`config.mk`:
```
export PLATFORM = sky130hd
export DESIGN_NAME = smix_cfg
export DESIGN_NICKNAME = d
export VERILOG_FILES = /design/src/rtl/smix_pkg.sv /design/src/rtl/smix_cfg.sv
export SDC_FILE = /design/constraint.sdc
export NUM_CORES = 1
export LEC_CHECK = 0
export BUFFER_PORTS_ARGS = -buffer_cell sky130_fd_sc_hd__buf_2
export CORE_MARGIN = 3
export CORE_UTILIZATION = 37
export DETAILED_ROUTE_END_ITERATION = 12
export PLACE_DENSITY = 0.78
export SYNTH_ARGS = -nofsm -noshare
export SYNTH_HDL_FRONTEND = slang
export SYNTH_SLANG_ARGS = --single-unit
export TNS_END_PERCENT = 30
```
`constraint.sdc`:
```
create_clock -name clk -period 1.1 [get_ports clk]
set_input_delay 0.11 -clock clk [delete_from_list [all_inputs] [get_ports clk]]
set_output_delay 0.11 -clock clk [all_outputs]
set_load 0.005 [all_outputs]
```
`src/rtl/smix_pkg.sv`:
```
`timescale 1ns / 1ps
// ----------------------------------------------------------------------------
// smix_pkg
// Shared beat formats, command kinds and voice table entry for the mixer.
// ----------------------------------------------------------------------------
package smix_pkg;

  // Command kinds carried in the kind field of an input beat
  localparam logic [2:0] KIND_TICK   = 3'd0;
  localparam logic [2:0] KIND_LOAD   = 3'd1;
  localparam logic [2:0] KIND_START  = 3'd2;
  localparam logic [2:0] KIND_STOP   = 3'd3;
  localparam logic [2:0] KIND_VOLUME = 3'd4;

  localparam logic [9:0]         VOL_MAX         = 10'd256;
  localparam logic signed [15:0] OUT_MAX         = 16'sh7FFF;
  localparam logic signed [15:0] OUT_MIN         = -16'sh8000;
  localparam logic        [15:0] STEP_RATE_RESET = 16'((22050 << 8) / 44100);

  typedef struct packed {
    logic        [2:0]  kind;
    logic        [3:0]  channel;
    logic        [15:0] sample_address;
    logic signed [15:0] sample_word;
    logic        [16:0] sample_length;
    logic        [9:0]  volume;
    logic signed [15:0] loop_count;
    logic signed [15:0] music_left;
    logic signed [15:0] music_right;
  } item_t;

  typedef struct packed {
    logic signed [15:0] out_left;
    logic signed [15:0] out_right;
  } result_t;

  // One voice table entry; position is 17.8 fixed point in sample words
  typedef struct packed {
    logic        [15:0] base;
    logic        [16:0] length;
    logic        [24:0] position;
    logic        [8:0]  volume;
    logic signed [15:0] loops;
  } voice_entry_t;

endpackage

```
`src/rtl/smix_cfg.sv`:
```
`timescale 1ns / 1ps
// ----------------------------------------------------------------------------
// smix_cfg
// Register port: effect enable and playback step rate.
// ----------------------------------------------------------------------------
module smix_cfg (
  input  logic        clk,
  input  logic        rst,
  input  logic        psel,
  input  logic        penable,
  input  logic        pwrite,
  input  logic [2:0]  paddr,
  input  logic [31:0] pwdata,
  output logic [31:0] prdata,
  output logic        pready,
  output logic        sfx_enable,
  output logic [15:0] step_rate
);
  import smix_pkg::*;

  localparam logic REG_SFX_ENABLE = 1'b0;
  localparam logic REG_STEP_RATE  = 1'b1;

  logic reg_index;
  logic wr_strobe;

  assign pready    = 1'b1;
  assign reg_index = paddr[2];
  assign wr_strobe = psel && penable && pwrite && pready;

  always_ff @(posedge clk) begin
    if (rst) begin
      sfx_enable <= 1'b1;
      step_rate  <= STEP_RATE_RESET;
    end else if (wr_strobe) begin
      case (reg_index)
        REG_SFX_ENABLE: sfx_enable <= pwdata[0];
        REG_STEP_RATE:  step_rate  <= pwdata[15:0];
        default: ;
      endcase
    end
  end

  always_comb begin
    case (reg_index)
      REG_SFX_ENABLE: prdata = {31'd0, sfx_enable};
      REG_STEP_RATE:  prdata = {16'd0, step_rate};
      default:        prdata = 32'd0;
    endcase
  end

endmodule

```
After elaboration in Yosys (flattened, before gate mapping)
Index checks and enable logic that the tools add are counted.

cells by class
  multiplexer cells = 1
  bitwise gates (word level) = 1
  reductions and logical operators = 4

operators by type and width
  kind                                 count
  32-bit case mux with 2 select lines  1
  2-bit AND reduction                  2
  1-bit logical AND                    2
  1-bit NOT                            1

word-level totals
  output and inout bits = 50
  word-level logic and storage cells = 8
  bits of input ports = 40
  flip-flop bits (word level) = 17

Longest topological paths before layout
  depth after elaboration = 3
  depth in mapped cells = 4

Worst setup path after synthesis
Ideal clock, no wire load.

  kind = input to register
  start = input pwrite
  end = register step_rate[0]
  path buffers = 2
  path slack = 0.297 ns
  library setup time = 0.072 ns
  data arrival time = 0.731 ns
  stages = 4
  path through = and4_1 buf_6 buf_12 mux2i_1

between the ends
  longest elaborated chain between the ends = 2

RTL lines
  what                                  line            RTL
  from (decl)                           smix_cfg.sv:11  input logic pwrite,
  1-bit logical AND                     smix_cfg.sv:29  assign wr_strobe = psel && penable && pwrite && pready;
  2-bit AND reduction (no source line)  -
  to (signal assigned)                  smix_cfg.sv:38  REG_STEP_RATE: step_rate <= pwdata[15:0];
  to (decl)                             smix_cfg.sv:17  output logic [15:0] step_rate

No other way between the ends.
A chain may end at the register's enable or synchronous reset.

Worst setup path in the final report
  start = register sfx_enable
  end = output prdata[0]

between the ends
  longest elaborated chain between the ends = 1

RTL lines
  what                                 line            RTL
  from (decl)                          smix_cfg.sv:16  output logic sfx_enable,
  from (signal assigned)               smix_cfg.sv:37  REG_SFX_ENABLE: sfx_enable <= pwdata[0];
  32-bit case mux with 2 select lines  smix_cfg.sv:45  case (reg_index)
  to (decl)                            smix_cfg.sv:14  output logic [31:0] prdata,

No other way between the ends. The select of a mux whose other input is x is not followed.

==> results.json <==
{
  "total_power_w": 0.00115,
  "ir_drop_mv": 0.690,
  "totalWireLength_mm": 2.26,
  "ios": 90,
  "place_ws_ns": 0.0716,
  "die_h_um": 58.6,
  "rsz0062_at_grt": "yes",
  "crit_type": "flop to primary output",
  "start_util_pct": 40.2,
  "synthTopCellsByArea": "dfxtp_1 33%, nand2b_1 18%, mux2i_1 17%",
  "cap_violations": 0,
  "numCtsBuffers": 3,
  "std_cell_rows": 18,
  "clk_pin_slew_ns": 0.10,
  "p_per_area_nw_per_um2": 881,
  "synth_cell_types": 14,
  "antennaDiodeCount": 0,
  "fin_crit_sh_pct": 102,
  "hpwl_mm": 1.74,
  "grt_use_total_pct": 13.2,
  "hold_start": "pwdata[15]",
  "gp_congestion": 0.650,
  "dp.cells": 190,
  "hold_path.class": "primary input to flop",
  "hold_viol": 0,
  "synth_xor_area_share_pct": 0,
  "finalClockSkew_ns": 0,
  "dr.pass1.iters": 4,
  "synth_compound_area_share_pct": 0,
  "synth_top_area_share_pct": 33.3,
  "mostFrequentLayoutCell": "buf_2",
  "portBuffers": 54,
  "final_nets": 207,
  "clock_sinks": 17,
  "synth-seq-cells": 17,
  "grt_pass1_vias": 861,
  "syn_area_um2": 1020,
  "startpoint": "sfx_enable",
  "synthCells": 111,
  "cts-htree-levels": 1,
  "ys_seq_area_share_pct": 33.3,
  "grt_max_degree": 35,
  "endpoint_kind": "primary output",
  "startpoint_type": "flop",
  "synth_top_family_by_area": "simple AND/OR/NAND/NOR gates",
  "post_dp_cell_area_um2": 1250,
  "violations": "negative setup slack",
  "cts_tree": "yes",
  "core_um2": 2540,
  "cts_max_path_buffers": 2,
  "ant_nets": 0,
  "cts-root-buf": "clkbuf_4",
  "critPathArrivalTime_ns": 1.01,
  "antenna_found_initial": 0,
  "drcViolationCount": 0,
  "drive_above_1_share_pct": 42.2,
  "final_area_um2": 1300,
  "routed_via_density": 4.33,
  "finalSetupViolCount": 1,
  "reg2reg_from": "sfx_enable",
  "layout.cells.non_filler": 196,
  "syn_to_final_growth_pct": 27.3,
  "drt_iter0_drc": 17,
  "num_vias": 849,
  "leakage_nw": 0.663,
  "die-width_um": 58.6,
  "yosysWarningCount": 0,
  "worstPathRequired_ns": 0.99,
  "grt_pass1_wl_mm": 3.55,
  "clkLatencyLatePin_ns": 0.28,
  "avgSynthCellArea_um2": 9.22,
  "final_cell_mix": "53 x buf_2, 30 x nand2b_1, 17 x mux2i_1, 17 x conb_1, 15 x dfxtp_1",
  "synth_top_area_cell": "dfxtp_1",
  "die_area_um2": 3430,
  "overflow": 0,
  "maxSlewViolCount": 0,
  "status": "finished, violations left",
  "timing.fmax_mhz": 893,
  "crit_fanout": 2,
  "wire_per_inst_um": 11.5,
  "synth-simple-area-share_pct": 31.3,
  "fin_crit_ns": 1.12,
  "nFillCells": 252,
  "timing.final.ws_setup_ns": -0.0196,
  "synthAdderAreaFrac_pct": 0,
  "synthMuxAreaShare_pct": 17.7
}
-- routing by layer --
metal	global-route usage, %	part of all wire (%)
met3	1.97	8.0
met5	0	0
met2	26.0	55
met1	14.2	37
met4	3.88	0
-- Yosys cell counts --
cell and instances:
mux2_2 1, buf_4 17, conb_1 2, and2_2 5
nand2b_1 30, buf_6 1, and4_1 1, mux2i_1 17
nor2_1 4, and2_1 10, nand4b_1 1, buf_12 1
dfxtp_1 17, clkbuf_1 4
-- sequential cells by signal, summed over array words and instances (netlist names) --
register / count
step_rate: 16
sfx_enable: 1
-- worst max-delay path, stage by stage (launching register included) --
cell and delay (ns):
dfxtp_2 0.34, mux2_4 0.27, buf_6 0.12
-- logic make-up after synthesis --
family / Yosys count
AND/OR/NAND/NOR: 51
buffers and inverters: 23
multiplexers: 18
flip-flops: 17
other: 2
-- where the power goes --
part | internal [W] | switching [W] | total, W
logic | 0.0000977 | 0.0000848 | 0.000183
clock network | 0.000141 | 0.000187 | 0.000328
registers | 0.000629 | 0.00000879 | 0.000638
-- final timing paths --
| kind | slack, ns | endpoint | cells past startpoint |
|---|---|---|---|
| setup / recovery | -0.02 | prdata[0] | 2 |
| hold / removal | 0.08 | step_rate[15] | 3 |
| setup reg to reg | 0.35 | sfx_enable | 3 |
| hold reg to reg | 0.49 | step_rate[3] | 2 |
-- timing repair --
| item | 4_1_cts | 5_1_grt |
|---|---|---|
| hold buffers | 0 | 0 |
| resized for setup | 2 | 2 |
| buffers inserted | 2 | 0 |
| endpoints found under the setup margin | 1 | 1 |
-- final cells by class --
type	instances	area, µm²	area share [%]
Multi-Input combinational cell	86	569	43.7
Sequential cell	17	343	26.3
Timing Repair Buffer	59	327	25.1
Tap cell	30	37.5	2.88
Clock buffer	4	26.3	2.02
-- metrics by stage --
| stage | TNS [ns] | hold WS (ns) | utilization (%) |
|---|---|---|---|
| floorplan | 0 | 0.265 | - |
| global placement | 0 | 0.366 | 49.1 |
| detailed placement | 0 | 0.381 | 49.1 |
| CTS | -0.0110 | 0.0725 | 50.8 |
| global route | -0.0466 | 0.0860 | 51.2 |
| finish | -0.0196 | 0.0752 | 51.2 |
No activity file was read; power rests on OpenSTA's default activity.
