===== src/rtl/smix_pkg.sv =====
`timescale 1ns / 1ps
// ----------------------------------------------------------------------------
// smix_pkg
// Shared beat formats, command kinds and voice table entry for the mixer.
// ----------------------------------------------------------------------------
package smix_pkg;

  // Command kinds carried in the kind field of an input beat
  localparam logic [2:0] KIND_TICK   = 3'd0;
  localparam logic [2:0] KIND_LOAD   = 3'd1;
  localparam logic [2:0] KIND_START  = 3'd2;
  localparam logic [2:0] KIND_STOP   = 3'd3;
  localparam logic [2:0] KIND_VOLUME = 3'd4;

  localparam logic [9:0]         VOL_MAX         = 10'd256;
  localparam logic signed [15:0] OUT_MAX         = 16'sh7FFF;
  localparam logic signed [15:0] OUT_MIN         = -16'sh8000;
  localparam logic        [15:0] STEP_RATE_RESET = 16'((22050 << 8) / 44100);

  typedef struct packed {
    logic        [2:0]  kind;
    logic        [3:0]  channel;
    logic        [15:0] sample_address;
    logic signed [15:0] sample_word;
    logic        [16:0] sample_length;
    logic        [9:0]  volume;
    logic signed [15:0] loop_count;
    logic signed [15:0] music_left;
    logic signed [15:0] music_right;
  } item_t;

  typedef struct packed {
    logic signed [15:0] out_left;
    logic signed [15:0] out_right;
  } result_t;

  // One voice table entry; position is 17.8 fixed point in sample words
  typedef struct packed {
    logic        [15:0] base;
    logic        [16:0] length;
    logic        [24:0] position;
    logic        [8:0]  volume;
    logic signed [15:0] loops;
  } voice_entry_t;

endpackage


===== src/rtl/smix_voice_mem.sv =====
`timescale 1ns / 1ps
// ----------------------------------------------------------------------------
// smix_voice_mem
// Voice table: base, length, position, volume and loop count per voice.
// ----------------------------------------------------------------------------
module smix_voice_mem #(
  parameter int DEPTH = 16,
  parameter int AW    = 4
) (
  input  logic                    clk,
  input  logic                    wr_en,
  input  logic [AW-1:0]           wr_addr,
  input  smix_pkg::voice_entry_t  wr_data,
  input  logic [AW-1:0]           rd_addr,
  output smix_pkg::voice_entry_t  rd_data
);
  import smix_pkg::*;

  voice_entry_t mem [DEPTH];

  always_ff @(posedge clk) begin
    if (wr_en) begin
      mem[wr_addr] <= wr_data;
    end
  end

  always_ff @(posedge clk) begin
    rd_data <= mem[rd_addr];
  end

endmodule


===== config.mk =====
export PLATFORM = sky130hd
export DESIGN_NAME = smix_voice_mem
export DESIGN_NICKNAME = d
export VERILOG_FILES = /design/src/rtl/smix_pkg.sv /design/src/rtl/smix_voice_mem.sv
export SDC_FILE = /design/constraint.sdc
export NUM_CORES = 1
export LEC_CHECK = 0
export BUFFER_PORTS_ARGS = -buffer_cell sky130_fd_sc_hd__buf_2
export CAP_MARGIN = 20
export CORE_UTILIZATION = 55
export DETAILED_ROUTE_END_ITERATION = 12
export PLACE_DENSITY = 0.72
export RECOVER_POWER = 100
export SETUP_SLACK_MARGIN = 0.3
export SKIP_LAST_GASP = 1
export SLEW_MARGIN = 30
export SYNTH_ARGS = -nofsm -noshare
export SYNTH_HDL_FRONTEND = slang
export SYNTH_SLANG_ARGS = --single-unit

===== constraint.sdc =====
create_clock -name clk -period 20.4 [get_ports clk]
set_input_delay 4.08 -clock clk [delete_from_list [all_inputs] [get_ports clk]]
set_output_delay 4.08 -clock clk [all_outputs]
set_load 0.02 [all_outputs]

After elaboration in Yosys (flattened, before gate mapping)
Memories as Yosys holds them, arrays and structs flattened. A register that Yosys moved wholly into a read port is not among the register bits.
Cells that the tools add are included.
{ "op_classes": {"muxes": 2} }
{ "op_table": {"columns": ["op", "count"], "rows": [
  ["$mux 1", 2]
]} }
{ "word_totals": {"ff_bits": 0, "ramBits": 1328, "input_bits": 93, "out_inout_bits": 83, "word_cells": 3, "memories": 1} }
{ "mem_list": {"columns": ["memory", "words", "word_bits", "rd", "rd_clocked_by_memory_dff", "write_ports", "line", "text"], "rows": [
  ["mem", 16, 83, 1, 1, 1, "smix_voice_mem.sv:19", "voice_entry_t mem [DEPTH];"]
]} }

Logic depth before layout (Yosys ltp)
Gate-level depths: netlist (run 1).
{ "depth": {"ltp_word": 2, "ltp_mapped": 6} }

Least setup slack after synthesis (run 1)
No wires, ideal clock.
{ "synth_path": {"path_kind": "input-to-reg", "startpoint": "input wr_addr[2]", "endpoint": "memory mem[0][0] (netlist bit), enable pin", "setup_ps": 627, "t_arrival_ps": 10143, "slack_ps": 9630, "cell_stages": 2, "path_cell_list": "or3b_1 -> nor3_1"} }
{ "synth_rtl": {"columns": ["element", "line", "text"], "rows": [
  ["start: declaration", "smix_voice_mem.sv:12", "input logic [AW-1:0] wr_addr,"],
  ["end: declaration", "smix_voice_mem.sv:19", null]
]} }
No word-level cell before the write port.

==> results of run 1 <==
[stage by stage]
step                cell area (um2)  util (%)  total power (uW)  hold slack, ns  std cells
global route                  57600      62.6              6160           0.696       3732
detailed placement            53700      58.4              3620           0.651       3481
finish                        57600      62.6              5990           0.655       3736
floorplan                     51300         -              3500           0.635       2129
CTS                           58000      63.0              6030           0.652       3729
global placement              53700      58.3              3610           0.645       3480
[routing by layer]
metal,vias up,global-route usage [%],share of wire (%)
met3,178,5.33,9.5
met5,-,0,0.13
met2,1130,37.7,48
li1,9630,-,-
met1,12400,35.3,40
met4,18,5.94,1.8
[layout make-up]
type                            count  share of cell area [%]
Clock buffer                      179                    6.37
Multi-Input combinational cell    608                    16.1
Tap cell                         1243                    2.70
Sequential cell                  1411                    72.1
Antenna cell                        6                  0.0260
Clock inverter                     69                    1.11
Timing Repair Buffer              220                    1.65
[power breakdown]
group / switching [uW] / internal, uW
Clock: 1030 / 1410
Combinational: 181 / 104
Sequential: 23.4 / 3250
Total: 1230 / 4760
[worst max-delay path, delay by kind of cell]
family | cells | cell delay [ns]
buf+inv | 4 | 7.67
mux | 1 | 0.73
compound gates | 1 | 0.24
simple gates | 1 | 0.10
[synthesized netlist by cell type]
library cell | instances | area [um2]
edfxtp_1 | 1328 | 39900
nand2b_1 | 2 | 12.5
buf_2 | 32 | 160
nand3_1 | 1 | 5.00
clkbuf_1 | 42 | 158
and2_1 | 1 | 6.26
or3b_1 | 1 | 8.76
a22oi_1 | 166 | 1250
dfxtp_1 | 83 | 1660
buf_6 | 15 | 169
nand2_1 | 84 | 315
buf_4 | 10 | 75.1
mux4_2 | 332 | 7480
nor2_1 | 13 | 48.8
nor3_1 | 4 | 20.0
buf_1 | 11 | 41.3
nand3b_1 | 2 | 15.0
nor2b_1 | 2 | 12.5
[registers in the layout, summed over array words and instances, names as in the netlist]
| signal | flops |
|---|---|
| rd_data | 83 |
| mem | 1328 |
[how the worst max path moves through the flow]
stage	start	endpoint	slack, ns	cells past startpoint
final	rd_addr[0]	rd_data[9]$_DFF_P_	8.06	7
after global placement	rd_addr[0]	rd_data[28]$_DFF_P_	12.71	6
after detailed placement	rd_addr[0]	rd_data[60]$_DFF_P_	12.79	7
after floorplan	wr_addr[2]	mem[0][0]$_DFFE_PP_	9.63	2
after global routing	rd_addr[0]	rd_data[73]$_DFF_P_	6.69	7
after CTS	rd_addr[0]	rd_data[60]$_DFF_P_	13.56	7
[kinds of logic after synthesis]
kind of cell,after synthesis
AOI/OAI and AO/OA,166
buffers and inverters,110
DFF,1411
muxes,332
and+or+nand+nor,110
==> summary.txt, run 1 <==
Hold/Removal Path Class: flip-flop to flip-flop
Post-DP HPWL: 51.7 mm
commonest non-fill, non-tap cell in the layout: edfxtp_1
initial antenna violation count: 15
Clock Tree Buf Depth: 3
slowest cell on the critical path: clkbuf_1
post-route ant nets: 0
Num CTS Buffers: 137
synthesized area: 0.0513 mm2
worst reg2reg startpoint: mem[11][56]$_DFFE_PP_
Mapped Nets: 2222
Routability Congestion: 0.709
Vias/cell: 6.26
DRT iter0 DRCs: 2518
max-cap viol count: 36
Simple-Gate Fraction of Synth Area: 0.866%
Post-Synth XOR/XNOR Area: 0%
Max-slew headroom: -402%
post-synthesis mux area share: 14.6%
clk_lat worst skew: 0.73 ns
TritonCTS clock tree: built
final wirelength: 112 mm
die height: 307 um
minimum clock period: 12.34 ns
Slew Viols, Final: 1574
Leak Pwr: 0.0180 uW
sequential cell area: 0.0415 mm2
worst hold stages: 3
Crit path arrival time: 12.92 ns
Hold Crit Start: mem[14][25]$_DFFE_PP_
flop and latch count out of synthesis: 1411
r2r setup slk: 18.83 ns
synth warn: 0
VDD IR-drop max: 0.0902 mV
Worst Hold Path EP: rd_data[25]$_DFF_P_
Via Count: 23400
worst slack, placed: 12.79 ns
area grow syn2layout: 12.3%
Remaining DRCs: 0
Max Freq: 81.0 MHz
max incr delay on CP: 2.60 ns
die width: 307 um
wire per inst: 29.9 um
RSZ-0062 raised after global routing: no
core area: 0.0921 mm2
largest net degree at the start of global routing: 164
Ports: 176
Slew @ Worst Pin: 7.54 ns
# clock sinks: 1411
CTS H-tree lvls: 4
Synth Area in Compound Gates: 2.43%
CTS Hold Buffers Added: 0
sequential-to-total area share from yosys stat: 81.0%
Max FO, Critical Path: 48
Reg clk slew, reported paths: 0.06 ns
synth unique cells: 18
Tcrit/Tclk final: 60.5%
Overflow after GRT: 0
cells after synthesis: 2129
port bufs: 175
final setup TNS: 0 ns
setup violators final: 0
floorplan row count: 111
R2R depth: 3
Crit path top cell by count: clkbuf_1
post-CTS setup buffer count: 0
adder-cell share of the synthesized area: 0%
launching element type of the critical path: input port
cts repair resizes: 0
Multi-input gate area: 0.00927 mm2
Hold Fails Final Rpt: 0
root buffer cell: clkbuf_16
1st-pass router iterations: 6
die area: 0.0945 mm2
Total GRT Usage: 24.2%
crit path cell chain: clkbuf_1 > buf_16 > clkbuf_1 > clkbuf_1 > mux4_2 > a22oi_1 > nand2_1
failing checks: max-capacitance violations, max-slew violations
Initial Util: 55.7%
first-pass GRT wire length: 163 mm
clock skew: 0.0303 ns
fill cell count: 6034
P per Cell Area: 104 mW/mm2
outcome: complete, but fails checks
PnR worst setup slack: 8.06 ns
share of cells above drive strength 1: 22.0%
number of global-route vias before repair: 24000
largest family of logic cells by synthesized area: multiplexers
crit end category: flip-flop
RR Endpoint: rd_data[56]$_DFF_P_
fin nets: 2471
mean post-synth cell area: 24.1 um2
commonest non-fill, non-tap cells in the layout: edfxtp_1 (1328), mux4_2 (332), clkbuf_1 (241)
Crit Path Category: input port to flip-flop
Critical Path RT: 20.98 ns
Note: power is estimated with default switching activity, not from simulation.
==> run 2: changes to the inputs <==
--- a/config.mk
+++ b/config.mk
@@ -9,7 +9,7 @@
 export CAP_MARGIN = 20
 export CORE_UTILIZATION = 55
 export DETAILED_ROUTE_END_ITERATION = 12
-export PLACE_DENSITY = 0.72
+export PLACE_DENSITY = 0.75
 export RECOVER_POWER = 100
 export SETUP_SLACK_MARGIN = 0.3
 export SKIP_LAST_GASP = 1
==> constraint.sdc (replaced) <==
create_clock -name clk -period 10.2 [get_ports clk]
set_input_delay 2.04 -clock clk [delete_from_list [all_inputs] [get_ports clk]]
set_output_delay 2.04 -clock clk [all_outputs]
set_load 0.02 [all_outputs]
==> summary.txt, run 2 (same netlist as run 1, synthesis figures left out) <==
Hold Fails Final Rpt: 0 (unchanged)
launching element type of the critical path: input port (unchanged)
VDD IR-drop max: 0.165 mV (was 0.0902 mV)
initial antenna violation count: 16 (was 15)
area grow syn2layout: 12.9% (was 12.3%)
Sw Pwr: 2570 uW (was 1230 uW)
Slew @ Worst Pin: 4.29 ns (was 7.54 ns)
Placed Area: 0.0537 mm2 (about the same)
Crit path arrival time: 7.62 ns (was 12.92 ns)
setup violators final: 0 (unchanged)
Hold/Removal Path Class: flip-flop to flip-flop (unchanged)
wire per inst: 30.4 um (was 29.9 um)
Overflow after GRT: 0 (unchanged)
DRT iter0 DRCs: 3222 (was 2518)
clock skew: 0.0214 ns (was 0.0303 ns)
Remaining DRCs: 0 (unchanged)
Slew Viols, Final: 822 (was 1574)
Crit Path Category: input port to flip-flop (unchanged)
share of cells above drive strength 1: 23.2% (was 22.0%)
die area: 0.0945 mm2 (unchanged)
Initial Util: 55.7% (unchanged)
Max-slew headroom: -186% (was -402%)
minimum clock period: 6.97 ns
biggest regs: mem: 1328 flops, rd_data: 83 flops (unchanged)
final design area excluding fillers: 0.0579 mm2 (was 0.0576 mm2)
slowest cell on the critical path: clkbuf_1 (unchanged)
Crit path top cell by count: clkbuf_1 (unchanged)
met3 wire len: 10.9 mm (was 10.6 mm)
TritonCTS clock tree: built (unchanged)
sw frac: 21.1% (was 20.5%)
largest net degree at the start of global routing: 158 (was 164)
max-cap viol count: 24 (was 36)
RSZ-0062 raised after global routing: no (unchanged)
die width: 307 um (unchanged)
Clock Tree Buf Depth: 3 (unchanged)
first-pass GRT wire length: 167 mm (was 163 mm)
floorplan row count: 111 (unchanged)
Ports: 176 (unchanged)
max FFs per register: 1328 (unchanged)
clk_lat worst skew: 0.73 ns (about the same)
Vias/cell: 6.35 (was 6.26)
fin nets: 2476 (was 2471)
outcome: complete, but fails checks (unchanged)
crit end category: flip-flop (unchanged)
# clock sinks: 1411 (unchanged)
met2 routed WL: 56.3 mm (was 54.0 mm)
Total GRT Usage: 24.6% (was 24.2%)
Clk network pwr share: 41.4% (was 40.7%)
CTS Hold Buffers Added: 0 (unchanged)
cts repair resizes: 0 (unchanged)
final wirelength: 114 mm (was 112 mm)
combinational power share: 4.7% (was 4.8%)
sequential power share: 53.9% (was 54.6%)
max incr delay on CP: 2.80 ns (was 2.60 ns)
root buffer cell: clkbuf_16 (unchanged)
core area: 0.0921 mm2 (unchanged)
Max FO, Critical Path: 50 (was 48)
Routability Congestion: 0.737 (was 0.709)
crit path cell chain: buf_2 > nor2b_4 > clkbuf_1 > clkbuf_1 > a22oi_1 > nand2_1 (was clkbuf_1 > buf_16 > clkbuf_1 > clkbuf_1 > mux4_2 > a22oi_1 > nand2_1)
Critical Path RT: 10.85 ns (was 20.98 ns)
die height: 307 um (unchanged)
DP Cell Count: 3484 (was 3481)
Pint: 9570 uW (was 4760 uW)
Max Freq: 143 MHz
met1 WL: 43.8 mm (was 44.9 mm)
Reg clk slew, reported paths: 0.06 ns (about the same)
number of global-route vias before repair: 25200 (was 24000)
commonest non-fill, non-tap cells in the layout: edfxtp_1 (1328), mux4_2 (332), clkbuf_1 (226) (was edfxtp_1 (1328), mux4_2 (332), clkbuf_1 (241))
1st-pass router iterations: 7 (was 6)
final non-filler cell total: 3749 (was 3736)
P per Cell Area: 209 mW/mm2 (was 104 mW/mm2)
Top reg by flops: mem (unchanged)
failing checks: max-capacitance violations, max-slew violations (unchanged)
post-route ant nets: 0 (unchanged)
fill cell count: 5945 (was 6034)
Tcrit/Tclk final: 68.3%
Post-DP HPWL: 55.3 mm (was 51.7 mm)
post-CTS setup buffer count: 0 (unchanged)
CTS H-tree lvls: 4 (unchanged)
Max Used Layer: met5 (unchanged)
final setup TNS: 0 ns (unchanged)
port bufs: 175 (unchanged)
Num CTS Buffers: 137 (unchanged)
commonest non-fill, non-tap cell in the layout: edfxtp_1 (unchanged)
Via Count: 23800 (was 23400)
Leak Pwr: 0.0181 uW (was 0.0180 uW)
==> run 2: cell count changes in the layout (fill, tap and decap cells not counted), moves of 4 or more <==
cell and delta:
clkbuf_1 -15, buf_4 +11, clkinv_1 -9, clkbuf_8 +9, clkinvlp_4 +7, clkinv_2 -4
==> run 2: worst max-delay path, delay by kind of cell <==
family / cells / cell delay (ns)
buffers and inverters: 3 / 3.97
and+or+nand+nor: 2 / 0.90
AOI/OAI and AO/OA: 1 / 0.61
==> run 2: final cells by class <==
type | count | area, um2 | area share, %
sequential | 1411 | 41500 | 71.7
multi-input combinational | 608 | 9250 | 16.0
clock buffer | 185 | 3760 | 6.49
tap | 1243 | 1560 | 2.68
timing repair buffer | 225 | 1070 | 1.85
clock inverter | 69 | 737 | 1.27
antenna | 8 | 20.0 | 0.0346
==> run 2: worst paths after layout <==
check                             start                   to  slack (ns)  cells after the start
setup / recovery             rd_addr[3]  rd_data[60]$_DFF_P_        3.23                      6
hold / removal    mem[14][13]$_DFFE_PP_  rd_data[13]$_DFF_P_        0.66                      3
setup reg to reg   mem[3][50]$_DFFE_PP_  rd_data[50]$_DFF_P_        8.65                      3
hold reg to reg   mem[14][13]$_DFFE_PP_  rd_data[13]$_DFF_P_        0.66                      3
==> run 2: through the flow <==
stage / hold WS [ns] / utilization (%) / power, uW / setup slack [ns]
after floorplan: 0.635 / - / 7000 / 1.47
after global placement: 0.653 / 58.3 / 7220 / 5.30
after detailed placement: 0.653 / 58.3 / 7250 / 5.26
after CTS: 0.658 / 63.2 / 12200 / 6.06
after global routing: 0.691 / 62.9 / 12500 / 3.04
final: 0.658 / 62.9 / 12100 / 3.23
==> run 2: layer usage <==
layer / vias up / GRT usage [%]
li1: 9627 / -
met1: 12600 / 33.3
met2: 1354 / 39.8
met3: 208 / 6.17
met4: 16 / 7.81
met5: - / 0
==> run 2: power groups by stage <==
stage	combinational, uW	sequential (uW)	clock [uW]
after global placement	573	6650	0
after floorplan	308	6690	0
after CTS	596	6540	5070
after detailed placement	590	6660	0
after global routing	615	6550	5290
final	576	6540	5020
